`src/sv/pes_pkg.sv`:
```
// Shared types, codes and default sizes for the periodic event scheduler.
// No dependencies; every other file of the block refers to this package.
package pes_pkg;

  localparam int SLOTS_DEF       = 16;
  localparam int TIME_BITS_DEF   = 48;
  localparam int HANDLE_BITS_DEF = 16;

  // Fixed port field widths
  localparam int REQ_W    = 2;
  localparam int HANDLE_W = 16;
  localparam int PERIOD_W = 32;
  localparam int TIME_W   = 48;
  localparam int STATUS_W = 2;
  localparam int COUNT_W  = 5;
  localparam int STAMP_W  = 32;

  typedef enum logic [REQ_W-1:0] {
    REQ_ADD    = 2'd0,
    REQ_REMOVE = 2'd1,
    REQ_FIRE   = 2'd2,
    REQ_QUERY  = 2'd3
  } req_t;

  typedef enum logic [STATUS_W-1:0] {
    STAT_OK      = 2'd0,
    STAT_DUP     = 2'd1,
    STAT_FULL    = 2'd2,
    STAT_NOT_DUE = 2'd3
  } status_t;

  typedef enum logic [2:0] {
    ST_IDLE,
    ST_SCAN1,
    ST_APPLY,
    ST_SCAN2,
    ST_DONE
  } state_t;

  typedef enum logic [1:0] {
    WR_ADD,
    WR_CLEAR,
    WR_FIRE
  } wr_op_t;

  // Flags that ride along with the probe through the cell row
  typedef struct packed {
    logic valid;
    logic found;
    logic has_free;
    logic has_best;
  } chain_flags_t;

  // Slot write command broadcast to all cells
  typedef struct packed {
    logic   en;
    wr_op_t op;
  } wr_ctl_t;

endpackage

```
`src/sv/pes_cell.sv`:
```
// One slot of the event table plus its stage of the scan probe.
// Depends on pes_pkg for the probe flags and write command types.
module pes_cell #(
  parameter int SLOTS       = pes_pkg::SLOTS_DEF,
  parameter int TIME_BITS   = pes_pkg::TIME_BITS_DEF,
  parameter int HANDLE_BITS = pes_pkg::HANDLE_BITS_DEF,
  parameter int IDX         = 0,
  localparam int IDX_W      = (SLOTS > 1) ? $clog2(SLOTS) : 1,
  localparam int CNT_W      = $clog2(SLOTS + 1)
) (
  input  logic                         clk,
  input  logic                         rst,
  // broadcast
  input  logic [HANDLE_BITS-1:0]       key,
  input  logic [pes_pkg::STAMP_W-1:0]  counter,
  input  pes_pkg::wr_ctl_t             wr_ctl,
  input  logic [IDX_W-1:0]             wr_idx,
  input  logic [HANDLE_BITS-1:0]       wr_handle,
  input  logic [pes_pkg::PERIOD_W-1:0] wr_period,
  input  logic [TIME_BITS-1:0]         wr_due,
  input  logic [pes_pkg::STAMP_W-1:0]  wr_stamp,
  // probe from the left neighbor
  input  pes_pkg::chain_flags_t        in_flags,
  input  logic [IDX_W-1:0]             in_found_idx,
  input  logic [IDX_W-1:0]             in_free_idx,
  input  logic [IDX_W-1:0]             in_best_idx,
  input  logic [TIME_BITS-1:0]         in_best_due,
  input  logic [pes_pkg::STAMP_W-1:0]  in_best_age,
  input  logic [HANDLE_BITS-1:0]       in_best_handle,
  input  logic [pes_pkg::PERIOD_W-1:0] in_best_period,
  input  logic [CNT_W-1:0]             in_count,
  // probe to the right neighbor
  output pes_pkg::chain_flags_t        out_flags,
  output logic [IDX_W-1:0]             out_found_idx,
  output logic [IDX_W-1:0]             out_free_idx,
  output logic [IDX_W-1:0]             out_best_idx,
  output logic [TIME_BITS-1:0]         out_best_due,
  output logic [pes_pkg::STAMP_W-1:0]  out_best_age,
  output logic [HANDLE_BITS-1:0]       out_best_handle,
  output logic [pes_pkg::PERIOD_W-1:0] out_best_period,
  output logic [CNT_W-1:0]             out_count
);

  logic                         live;
  logic [HANDLE_BITS-1:0]       handle;
  logic [pes_pkg::PERIOD_W-1:0] period;
  logic [TIME_BITS-1:0]         due;
  logic [pes_pkg::STAMP_W-1:0]  stamp;

  logic                         sel;
  logic                         hit;
  logic                         take;
  logic [pes_pkg::STAMP_W-1:0]  age;

  // Decode this cell's write and evaluate the probe
  always_comb begin
    sel  = wr_ctl.en && (wr_idx == IDX_W'(IDX));
    age  = counter - stamp;
    hit  = live && (handle == key);
    take = live && (!in_flags.has_best || (due < in_best_due) ||
                    ((due == in_best_due) && (age > in_best_age)));
  end

  // Slot storage
  always_ff @(posedge clk) begin
    if (rst) begin
      live <= 1'b0;
    end else if (sel) begin
      case (wr_ctl.op)
        pes_pkg::WR_ADD:   live <= 1'b1;
        pes_pkg::WR_CLEAR: live <= 1'b0;
        default:           live <= live;
      endcase
    end
  end

  always_ff @(posedge clk) begin
    if (sel && (wr_ctl.op == pes_pkg::WR_ADD)) begin
      handle <= wr_handle;
      period <= wr_period;
    end
    if (sel && ((wr_ctl.op == pes_pkg::WR_ADD) || (wr_ctl.op == pes_pkg::WR_FIRE))) begin
      due   <= wr_due;
      stamp <= wr_stamp;
    end
  end

  // Probe stage: hand the updated probe to the neighbor
  always_ff @(posedge clk) begin
    if (rst) begin
      out_flags <= '0;
    end else begin
      out_flags.valid    <= in_flags.valid;
      out_flags.found    <= in_flags.found || hit;
      out_flags.has_free <= in_flags.has_free || !live;
      out_flags.has_best <= in_flags.has_best || take;
    end
  end

  always_ff @(posedge clk) begin
    out_found_idx   <= (!in_flags.found && hit) ? IDX_W'(IDX) : in_found_idx;
    out_free_idx    <= (!in_flags.has_free && !live) ? IDX_W'(IDX) : in_free_idx;
    out_best_idx    <= take ? IDX_W'(IDX) : in_best_idx;
    out_best_due    <= take ? due : in_best_due;
    out_best_age    <= take ? age : in_best_age;
    out_best_handle <= take ? handle : in_best_handle;
    out_best_period <= take ? period : in_best_period;
    out_count       <= in_count + CNT_W'(live);
  end

endmodule

```
`config.mk`:
```
export PLATFORM = sky130hd
export DESIGN_NAME = pes_cell
export DESIGN_NICKNAME = d
export VERILOG_FILES = /design/src/sv/pes_pkg.sv /design/src/sv/pes_cell.sv
export SDC_FILE = /design/constraint.sdc
export NUM_CORES = 1
export LEC_CHECK = 0
export ABC_AREA = 1
export ABC_CLOCK_PERIOD_IN_PS = 8720
export BUFFER_PORTS_ARGS = -buffer_cell sky130_fd_sc_hd__buf_2
export CAP_MARGIN = 0
export CORE_AREA = 2 2 186 188
export DETAILED_ROUTE_END_ITERATION = 10
export DIE_AREA = 0 0 188 190
export PLACE_DENSITY = 0.74
export SLEW_MARGIN = 10
export SYNTH_ARGS = -nofsm -noshare
export SYNTH_HDL_FRONTEND = slang
export SYNTH_SLANG_ARGS = --single-unit
```
`constraint.sdc`:
```
create_clock -name clk -period 8.72 [get_ports clk]
set_input_delay 1.744 -clock clk [delete_from_list [all_inputs] [get_ports clk]]
set_output_delay 1.744 -clock clk [all_outputs]
set_load 0.01 [all_outputs]
```
# Word level (Yosys, flattened, before mapping)

Index checks and enable logic that the tools add are counted.

Order comparisons: 2
Equality and inequality tests: 4
Muxes and demuxes: 5
Reduce and logical (&&, ||, !) cells: 22
$add $sub $neg: 2

Operator list:

| kind                                                             | count |
|---|---|
| 32-bit 2-to-1 mux                                                | 2 |
| 48-bit == test                                                   | 1 |
| 48-bit less-than comparator                                      | 1 |
| 48-bit 2-to-1 mux                                                | 1 |
| 32-bit greater-than comparator                                   | 1 |
| 32-bit subtractor                                                | 1 |
| 16-bit == test                                                   | 1 |
| 16-bit 2-to-1 mux                                                | 1 |
| 1-bit logical AND                                                | 8 |
| 1-bit logical OR                                                 | 6 |
| 5-bit by 1-bit adder with 5-bit output                           | 1 |
| 1-bit zero test                                                  | 4 |
| 4-bit zero test                                                  | 1 |
| 2-bit by 1-bit == test with 1-bit output (second input constant) | 1 |
| 2-bit == test (second input constant)                            | 1 |
| 2-bit zero test                                                  | 1 |
| 1-bit case mux with 2 select lines                               | 1 |
| 2-bit AND reduction                                              | 1 |
| 2-bit nonzero test                                               | 1 |

Register bits: 278
Input port bits: 334
Output and inout port bits: 149
Word-level logic and storage cells: 52

# Logic depth before layout (Yosys ltp)

Gate-level depths: netlist of the first run.

Depth in word-level cells: 6
Gate-level depth with buffers: 31
Gate-level depth less buffers: 29

# Worst setup path after synthesis of the first run

No wires, ideal clock.

Path type: input to register
From: in wr_idx[3]
To: reg due[0], enable pin
Setup time: 519 ps
Stages on the path: 5
Path slack: 2790 ps
Data required time: 8201 ps
Data arrival time: 5412 ps
Path buffers: 0
Cells stage by stage: nor2_1 > nand2_1 > nor3_1 > inv_1 > nor2_1

Cells in the longest elaborated chain, start to end: 3

RTL lines:

| element                | line           | RTL |
|---|---|---|
| start: declaration     | pes_cell.sv:17 | `input logic [IDX_W-1:0] wr_idx,` |
| 4-bit zero test        | pes_cell.sv:57 | `sel = wr_ctl.en && (wr_idx == IDX_W'(IDX));` |
| 1-bit logical AND      | pes_cell.sv:57 |  |
| 1-bit logical AND      | pes_cell.sv:82 | `if (sel && ((wr_ctl.op == pes_pkg::WR_ADD) \|\| (wr_ctl.op == pes_pkg::WR_FIRE))) begin` |
| end signal: assignment | pes_cell.sv:83 | `due <= wr_due;` |
| end: declaration       | pes_cell.sv:47 | `logic [TIME_BITS-1:0] due;` |

Every way passes these cells.
A chain may end at the register's enable or synchronous reset.

# Worst setup path in the final report of the first run

From: in counter[0] (netlist bit)
To: reg out_best_handle[15]

Cells in the longest elaborated chain, start to end: 6

RTL lines:

| element                        | line            | RTL |
|---|---|---|
| start: declaration             | pes_cell.sv:15  | `input logic [pes_pkg::STAMP_W-1:0] counter,` |
| 32-bit subtractor              | pes_cell.sv:58  | `age = counter - stamp;` |
| 32-bit greater-than comparator | pes_cell.sv:61  | `((due == in_best_due) && (age > in_best_age)));` |
| 1-bit logical AND              | pes_cell.sv:61  |  |
| 1-bit logical OR               | pes_cell.sv:60  | `take = live && (!in_flags.has_best \|\| (due < in_best_due) \|\|` |
| 1-bit logical AND              | pes_cell.sv:60  |  |
| 16-bit 2-to-1 mux              | pes_cell.sv:106 | `out_best_handle <= take ? handle : in_best_handle;` |
| end signal: assignment         | pes_cell.sv:106 |  |
| end: declaration               | pes_cell.sv:39  | `output logic [HANDLE_BITS-1:0] out_best_handle,` |

Every way passes these cells.

==> impl_metrics.ini, run 1 <==
[floorplanning]
initial_utilization = 0.3949
die_area_sq_um = 35720
coreArea_sq_um = 33950
die_w_um = 188
rows = 68
fp.dieH_um = 190
io_pins = 483

[global_routing]
grt_max_degree = 129
grt_pass1_wl_mm = 63.77
grt.overflow.total = 0
grtUsageTotal = 0.2271
grt_pass1_vias = 11880
antenna_found_initial = 14

[yosys]
synth_top_cell_by_area = edfxtp_1
synth_mux_area_frac = 0
synth_top_family_by_area = simple AND/OR/NAND/NOR gates
synth.most_common_cell = nand2_1
ys_seq_area_frac = 0.5107
yosys.area_share.simple = 0.2385
synthTopCellsByArea = edfxtp_1 29%, dfxtp_1 22%, nand2_1 14%
syn_area_per_cell_sq_um = 8.616
netlist_instances = 1556
synth_commonest_cells = 485 x nand2_1, 204 x inv_1, 171 x nand3_1, 150 x dfxtp_1, 128 x edfxtp_1
synthXorXnorAreaFrac = 0.01764
synth_top_area_frac = 0.2867
synth_cell_types = 35
yosys_warnings = 0
mappedNetlistNets = 2004
ys_seq_elements = 278
yosys_most_used_dff = dfxtp_1
async_flop_share = 0
yosys.area_share.adder = 0.1070
synth_edf_count = 128
syn_area_sq_um = 13410
synth_compound_area_frac = 0.04844

[place]
hpwl_mm = 33.08
place.gp.congestion = 0.8938
portBuffers = 482

[timing]
worst_clock_skew_ns = 0.01210
fin_crit_sh = 0.6090
setup_violations = 0
relSlewSlack = 0.3390
finalHoldViolCount = 0
drv_slew = 0
rsz0062_at_grt = false
worst_pin_slew_ns = 0.9914
finalSetupTns_ns = 0
fin_crit_ns = 5.311
timing.fmax_ghz = 0.1883

[power_and_ir_drop]
totalPowerFinal_mw = 3.111
p_int_mw = 2.332
p_leak_nw = 8.995
vdd_drop_max_uv = 149.8
p_seq_frac = 0.457
p_clk_frac = 0.416
p_per_area_nw_per_um2 = 180.5
p_sw_frac = 0.2503
p_sw_mw = 0.7785
p_comb_frac = 0.127

[hold_path]
hold_path.class = flop to flop

[route]
wl_per_cell_um = 16.80
drtIter0Drc = 731
drtAntennaViolNets = 0
drtPass1Iterations = 7
vias = 12250
drc_errors = 0
avgViaCountPerCell = 4.858
routed_wirelength_mm = 42.37

[layout]
fin_nets = 2482
final_util = 0.5076
drive_above_1_share = 0.2634
syn2layout_area_growth_pct = 28.54

[critical_path]
path_class = input port to flop
critical_path.most_common_cell = nand2_1
cp.required_ns = 9.25
cp_top_family = simple AND/OR/NAND/NOR gates
cp.arrival_ns = 5.84
crit_slowest_cell = buf_12
critPathBufInv = 4
end_kind = flop
max_stage_delay_ns = 0.43
path_max_fanout = 128
cp-start-kind = input port

[run]
max_cap_violations = 0

[clock_tree]
h-tree-depth = 1
hold_buffers = 0
post_cts_buffers = 0
clk_path_buf_depth = 3
cts.sink_count = 278
cts_root_buf = clkbuf_16
cts_tree = yes
post_cts_resized = 0
clk_pin_slew_ns = 0.06
cts_made_buffers = 30
clk_latency_ns = 0.59

[status]
status = finished, final reports clean
[power groups by stage]
stage | registers (mW) | clock network [mW] | logic, mW
2_1_floorplan | 1.47 | 0 | 0.186
3_3_place_gp | 1.45 | 0 | 0.382
3_5_place_dp | 1.45 | 0 | 0.390
4_1_cts | 1.42 | 1.32 | 0.393
5_1_grt | 1.43 | 1.37 | 0.441
6_report | 1.42 | 1.29 | 0.394
[metrics by stage]
| step | worst slack [ns] | instances | area [sq um] | hold WS, ns |
|---|---|---|---|---|
| finish | 3.409 | 2522 | 17230 | 0.4714 |
| global route | 3.038 | 2519 | 17230 | 0.4967 |
| CTS | 3.449 | 2513 | 17210 | 0.4743 |
| detailed placement | 2.842 | 2457 | 16200 | 0.4592 |
| global placement | 2.945 | 2457 | 16200 | 0.4537 |
| floorplan | 2.790 | 1556 | 13410 | 0.4490 |
[cell type report]
cell class                      count  area [sq um]
Fill cell                        3180         16710
Sequential cell                   278          6850
Multi-Input combinational cell   1031          5534
Timing Repair Buffer              489          2477
Clock buffer                       43         839.6
Inverter                          204         765.7
Tap cell                          455         569.3
Clock inverter                     13         173.9
Antenna cell                        9         22.52
[cells in the final DEF, fill, tap and decap left out, types with 6 or more instances in the layout]
| cell type | synthesis | final |
|---|---|---|
| clkbuf_16 | 0 | 30 |
| buf_4 | 2 | 6 |
| nand4_1 | 12 | 12 |
| inv_1 | 204 | 204 |
| a21oi_1 | 73 | 73 |
| nor2_1 | 79 | 78 |
| nor3_1 | 10 | 9 |
| nand3_1 | 171 | 171 |
| buf_2 | 9 | 482 |
| nand2_1 | 485 | 485 |
| dfxtp_1 | 150 | 149 |
| edfxtp_1 | 128 | 128 |
| ha_1 | 113 | 113 |
| o21ai_0 | 28 | 28 |
| xor2_1 | 25 | 25 |
| clkbuf_1 | 16 | 9 |
| diode_2 | 0 | 9 |
[state kept, by name (all words and copies together), names as in the netlist]
signal and cells:
due 48, out_best_due 48, out_best_age 32, out_best_period 32, period 32, stamp 32, handle 16, out_best_handle 16
out_count 5, out_best_idx 4, out_flags 4, out_found_idx 4, out_free_idx 4, live 1
[worst min-delay path, stage by stage, from the launching register on]
cell and delay [ns]:
edfxtp_1 0.32, nand3_1 0.07, nand2_1 0.06
[kinds of logic after synthesis]
kind of cell    after synthesis
simple gates                770
flops                       278
fa+ha+maj                   114
xor+xnor                     27
compound gates              120
buf+inv                     247
[final timing paths]
check             start                  end  cells past startpoint  slack [ns]
max          counter[0]  out_best_handle[15]                     30        3.41
min           period[1]   out_best_period[1]                      2        0.47
max reg2reg   stamp[13]  out_best_handle[15]                     24        4.34
min reg2reg   period[1]   out_best_period[1]                      2        0.47
[routing by layer]
layer	vias to the layer above	global-route usage	share of wire
li1	6030	-	-
met1	5621	0.2827	0.41
met2	505	0.3826	0.48
met3	89	0.05811	0.082
met4	8	0.07935	0.028
met5	-	0	0.0013
Note: power is estimated with default switching activity, not from simulation.
==> run 2: changes to the inputs <==
--- a/config.mk
+++ b/config.mk
@@ -6,13 +6,13 @@
 export NUM_CORES = 1
 export LEC_CHECK = 0
 export ABC_AREA = 1
-export ABC_CLOCK_PERIOD_IN_PS = 8720
+export ABC_CLOCK_PERIOD_IN_PS = 5400
 export BUFFER_PORTS_ARGS = -buffer_cell sky130_fd_sc_hd__buf_2
 export CAP_MARGIN = 0
-export CORE_AREA = 2 2 186 188
+export CORE_AREA = 2 2 188 190
 export DETAILED_ROUTE_END_ITERATION = 10
-export DIE_AREA = 0 0 188 190
-export PLACE_DENSITY = 0.74
+export DIE_AREA = 0 0 190 192
+export PLACE_DENSITY = 0.73
 export SLEW_MARGIN = 10
 export SYNTH_ARGS = -nofsm -noshare
 export SYNTH_HDL_FRONTEND = slang
==> constraint.sdc (replaced) <==
create_clock -name clk -period 5.4 [get_ports clk]
set_input_delay 1.08 -clock clk [delete_from_list [all_inputs] [get_ports clk]]
set_output_delay 1.08 -clock clk [all_outputs]
set_load 0.01 [all_outputs]
==> impl_metrics.ini, run 2 (same netlist as run 1, synthesis figures left out) <==
[status]
status = finished, final reports clean

[route]
wl_per_cell_um = 16.89
routed_wirelength_mm = 42.78
drtAntennaViolNets = 0
drtPass1Iterations = 4
vias = 12140
avgViaCountPerCell = 4.793
drc_errors = 0
drtIter0Drc = 635

[global_routing]
antenna_found_initial = 14
grt_pass1_vias = 11940
grtUsageTotal = 0.2266
grt.overflow.total = 0
grt_pass1_wl_mm = 63.98
grt_max_degree = 77

[critical_path]
rr_worst_depth = 28
cp-start-kind = input port
end_kind = flop
path_max_fanout = 45
cp.required_ns = 5.90
path_class = input port to flop
critical_path.most_common_cell = nand2_1
cp.arrival_ns = 5.04
max_stage_delay_ns = 0.44
crit_slowest_cell = buf_4

[clock_tree]
post_cts_buffers = 0
hold_buffers = 0
clk_path_buf_depth = 3
cts.sink_count = 278
clk_pin_slew_ns = 0.06
post_cts_resized = 0
clk_latency_ns = 0.58
cts_made_buffers = 30
cts_root_buf = clkbuf_16
cts_tree = yes
h-tree-depth = 1

[timing]
fin_crit_ns = 4.546
relSlewSlack = 0.4161
setup_ws_ns = 0.8538
timing.fmax_ghz = 0.2200
finalSetupTns_ns = 0
worst_pin_slew_ns = 0.8759
setup_violations = 0
drv_slew = 0
worst_clock_skew_ns = 0.03165
finalHoldViolCount = 0
rsz0062_at_grt = false
fin_crit_sh = 0.8419

[place]
hpwl_mm = 33.90
preCtsSetupSlack_ns = 0.3067
place.gp.congestion = 0.9218
portBuffers = 482

[hold_path]
holdPathStages = 2
hold_path.class = flop to flop

[run]
max_cap_violations = 0

[layout]
final_common_cell = nand2_1
multi_input_comb_area_sq_um = 5534
area.sequential_sq_um = 6850
fin_nets = 2490
mostFrequentLayoutCells = 485 x nand2_1, 482 x buf_2, 204 x inv_1
drive_above_1_share = 0.2654
top_regs = due: 48 flops, out_best_due: 48 flops
syn2layout_area_growth_pct = 29.12
fillerInstances = 3228

[floorplanning]
die_area_sq_um = 36480
io_pins = 483
coreArea_sq_um = 34290
die_w_um = 190
fp.dieH_um = 192
initial_utilization = 0.3910
rows = 68

[power_and_ir_drop]
p_leak_nw = 9.039
p_per_area_nw_per_um2 = 287.7
vdd_drop_max_uv = 292.9
[run 2: cell types whose count changed in the layout (fill, tap and decap cells not counted), sizes merged]
cell	previous run	this run
buf	489	497
bufinv	3	1
clkbuf	43	47
clkinv	8	6
clkinvlp	1	0
diode	9	13
[run 2: critical path, delay by kind of cell]
| family | cells | cell delay, ns |
|---|---|---|
| adder cells (fa/ha/maj) | 3 | 0.82 |
| AND/OR/NAND/NOR | 23 | 2.43 |
| buffers and inverters | 4 | 0.64 |
[run 2: final cells by class]
cell class,instances,share of cell area
flip-flops and latches,278,0.3957
well taps,455,0.03289
diodes,13,0.001879
inverters,204,0.04424
repair buffers,497,0.1488
multi-input cells,1031,0.3197
clock inverters,8,0.004409
clock buffers,47,0.05240
[run 2: power breakdown]
part	leakage [nW]	switching, mW	internal [mW]	total [mW]
combinational	6.14	0.372	0.272	0.644
clock	0.485	0.842	1.20	2.04
sequential	2.42	0.0243	2.27	2.30
[run 2: path summary, 6_finish.rpt]
kind | slack, ns | start | to
setup / recovery | 0.85 | counter[0] | out_best_age[19]
hold / removal | 0.47 | period[21] | out_best_period[21]
setup reg to reg | 1.18 | stamp[0] | out_best_age[19]
hold reg to reg | 0.47 | period[21] | out_best_period[21]
[run 2: routing by layer]
metal  GRT usage  part of all wire
met1      0.2863              0.42
met3     0.05463             0.077
met5           0           0.00016
met4     0.07901             0.030
met2      0.3790              0.48
[run 2: stage by stage]
stage          total power [mW]  instances    util  hold slack, ns  cell area (sq um)
2_1_floorplan             2.672       1556       -          0.4490              13410
3_3_place_gp              2.969       2465  0.4752          0.4551              16290
3_5_place_dp              2.981       2465  0.4752          0.4610              16290
4_1_cts                   5.030       2520  0.5039          0.4741              17280
5_1_grt                   5.197       2528  0.5045          0.4938              17300
6_report                  4.980       2533  0.5049          0.4705              17310
==> run 3: changes to the inputs <==
--- a/config.mk
+++ b/config.mk
@@ -6,13 +6,13 @@
 export NUM_CORES = 1
 export LEC_CHECK = 0
 export ABC_AREA = 1
-export ABC_CLOCK_PERIOD_IN_PS = 5400
+export ABC_CLOCK_PERIOD_IN_PS = 3800
 export BUFFER_PORTS_ARGS = -buffer_cell sky130_fd_sc_hd__buf_2
 export CAP_MARGIN = 0
-export CORE_AREA = 2 2 188 190
+export CORE_AREA = 2 2 187 189
 export DETAILED_ROUTE_END_ITERATION = 10
-export DIE_AREA = 0 0 190 192
-export PLACE_DENSITY = 0.73
+export DIE_AREA = 0 0 189 191
+export PLACE_DENSITY = 0.76
 export SLEW_MARGIN = 10
 export SYNTH_ARGS = -nofsm -noshare
 export SYNTH_HDL_FRONTEND = slang
==> constraint.sdc (replaced) <==
create_clock -name clk -period 3.8 [get_ports clk]
set_input_delay 0.76 -clock clk [delete_from_list [all_inputs] [get_ports clk]]
set_output_delay 0.76 -clock clk [all_outputs]
set_load 0.01 [all_outputs]
==> impl_metrics.ini, run 3 (same netlist as run 1, synthesis figures left out) <==
[layout]
final_common_cell = buf_2
drive_above_1_share = 0.3544
mostFrequentLayoutCells = 482 x buf_2, 454 x nand2_1, 203 x inv_1
syn2layout_area_growth_pct = 42.65
top_regs = due: 48 flops, out_best_due: 48 flops
final_util = 0.5605
postLayoutCellArea_sq_um = 19120
fin_nets = 2622
instances_no_fill = 2662

[power_and_ir_drop]
vdd_drop_max_uv = 359.7
p_per_area_nw_per_um2 = 395.6
totalPowerFinal_mw = 7.566
p_leak_nw = 9.867

[global_routing]
grt_max_degree = 85
grt_pass1_vias = 12580
grt_util_met1 = 0.2838
antenna_found_initial = 15
use_met2 = 0.4088
grt_busiest_layer = met2
use_met3 = 0.05838
grt_pass1_wl_mm = 66.36
grt.overflow.total = 0
grtUsageTotal = 0.2359

[hold_path]
min_from = wr_period[23]
hold_path.class = input port to flop

[critical_path]
cp_cell_sequence = inv_1 -> ha_1 -> a21oi_2 -> o21ai_1 -> a21oi_1 -> nand2_2 -> buf_4 -> xor2_2 -> ha_1 -> nand2_1 -> nor2_1 -> nand2_1 -> inv_1 -> nand2_1 -> nand2_1 -> nand2_1 -> nand2_2 -> nand2_2 -> nand3_4 -> buf_12 -> nand2_8 -> buf_4 -> nand2_1 -> nand2_1
path_class = flop to flop
cp.required_ns = 4.25
crit_slowest_cell = edfxtp_1
critical_path.most_common_cell = nand2_1
end_kind = flop
worstReg2RegStart = stamp[6]
cp-start-kind = flop
max_stage_delay_ns = 0.36
path_max_fanout = 8
cp.arrival_ns = 4.11
crit_start = stamp[6]

[route]
wl_per_cell_um = 17.43
drc_errors = 0
drtPass1Iterations = 5
drtIter0Drc = 806
avgViaCountPerCell = 4.855
drtAntennaViolNets = 0
routed_wirelength_mm = 46.40
vias = 12920

[floorplanning]
rows = 68
die_w_um = 189
coreArea_sq_um = 34120
die_area_sq_um = 36100
fp.dieH_um = 191
initial_utilization = 0.3930
io_pins = 483

[place]
dpl_cell_area_sq_um = 17180
preCtsSetupSlack_ns = -0.5296
hpwl_mm = 34.82
portBuffers = 482
place.gp.congestion = 0.9175
place_inst = 2576

[timing]
rsz0062_at_grt = true
drv_slew = 0
finalHoldViolCount = 0
timing.fmax_ghz = 0.2737
fin_crit_sh = 0.9615
worst_pin_slew_ns = 0.9879
relSlewSlack = 0.3414
whs_ns = 0.3571
setup_ws_ns = 0.1463
finalSetupTns_ns = 0
fin_crit_ns = 3.654
worst_clock_skew_ns = 0.02208
setup_violations = 0

[clock_tree]
cts_made_buffers = 30
cts.sink_count = 278
clk_latency_ns = 0.58
cts_root_buf = clkbuf_16
cts_tree = yes
clk_pin_slew_ns = 0.06
clk_path_buf_depth = 3
hold_buffers = 0
h-tree-depth = 1

[status]
status = finished, final reports clean

[run]
max_cap_violations = 0
-- run 3: critical path, delay by kind of cell, from the launching register on --
kind | cells | cell delay (ns)
simple gates | 13 | 1.13
compound gates | 3 | 0.61
xor+xnor | 1 | 0.15
buf+inv | 5 | 0.69
fa+ha+maj | 2 | 0.57
flops | 1 | 0.36
-- run 3: where the power goes --
| part | internal, mW | switching, mW |
|---|---|---|
| Sequential | 3.23 | 0.0316 |
| Clock | 1.98 | 1.21 |
| Combinational | 0.515 | 0.599 |
| Total | 5.72 | 1.84 |
-- run 3: worst paths after layout --
kind	to	slack (ns)	depth (start not counted)
setup / recovery	out_best_handle[0]	0.15	24
hold / removal	period[23]	0.36	1
setup reg to reg	out_best_handle[0]	0.15	24
hold reg to reg	out_best_period[11]	0.48	2
-- run 3: area by class of cell --
cell class                 count  area [sq um]
inverter                     204         765.7
sequential                   278          6850
multi-input combinational   1033          5996
fill                        2983         14990
timing repair buffer         627          3824
antenna                        9         22.52
clock buffer                  41         852.1
tap                          455         569.3
clock inverter                15         245.2
-- run 3: layer usage --
metal,vias to the layer above,share of wire,routed length [um]
met5,-,0.0017,80
met4,12,0.034,1584
met3,106,0.085,3925
met2,581,0.48,22440
met1,5905,0.40,18370
li1,6319,-,-
-- run 3: timing repair --
| action | in CTS | in global routing |
|---|---|---|
| setup buffers | 0 | 7 |
| cloned | 0 | 15 |
| pin swaps | 0 | 20 |
| gates resized for setup | 1 | 120 |
| endpoints found under the setup margin | 72 | 132 |
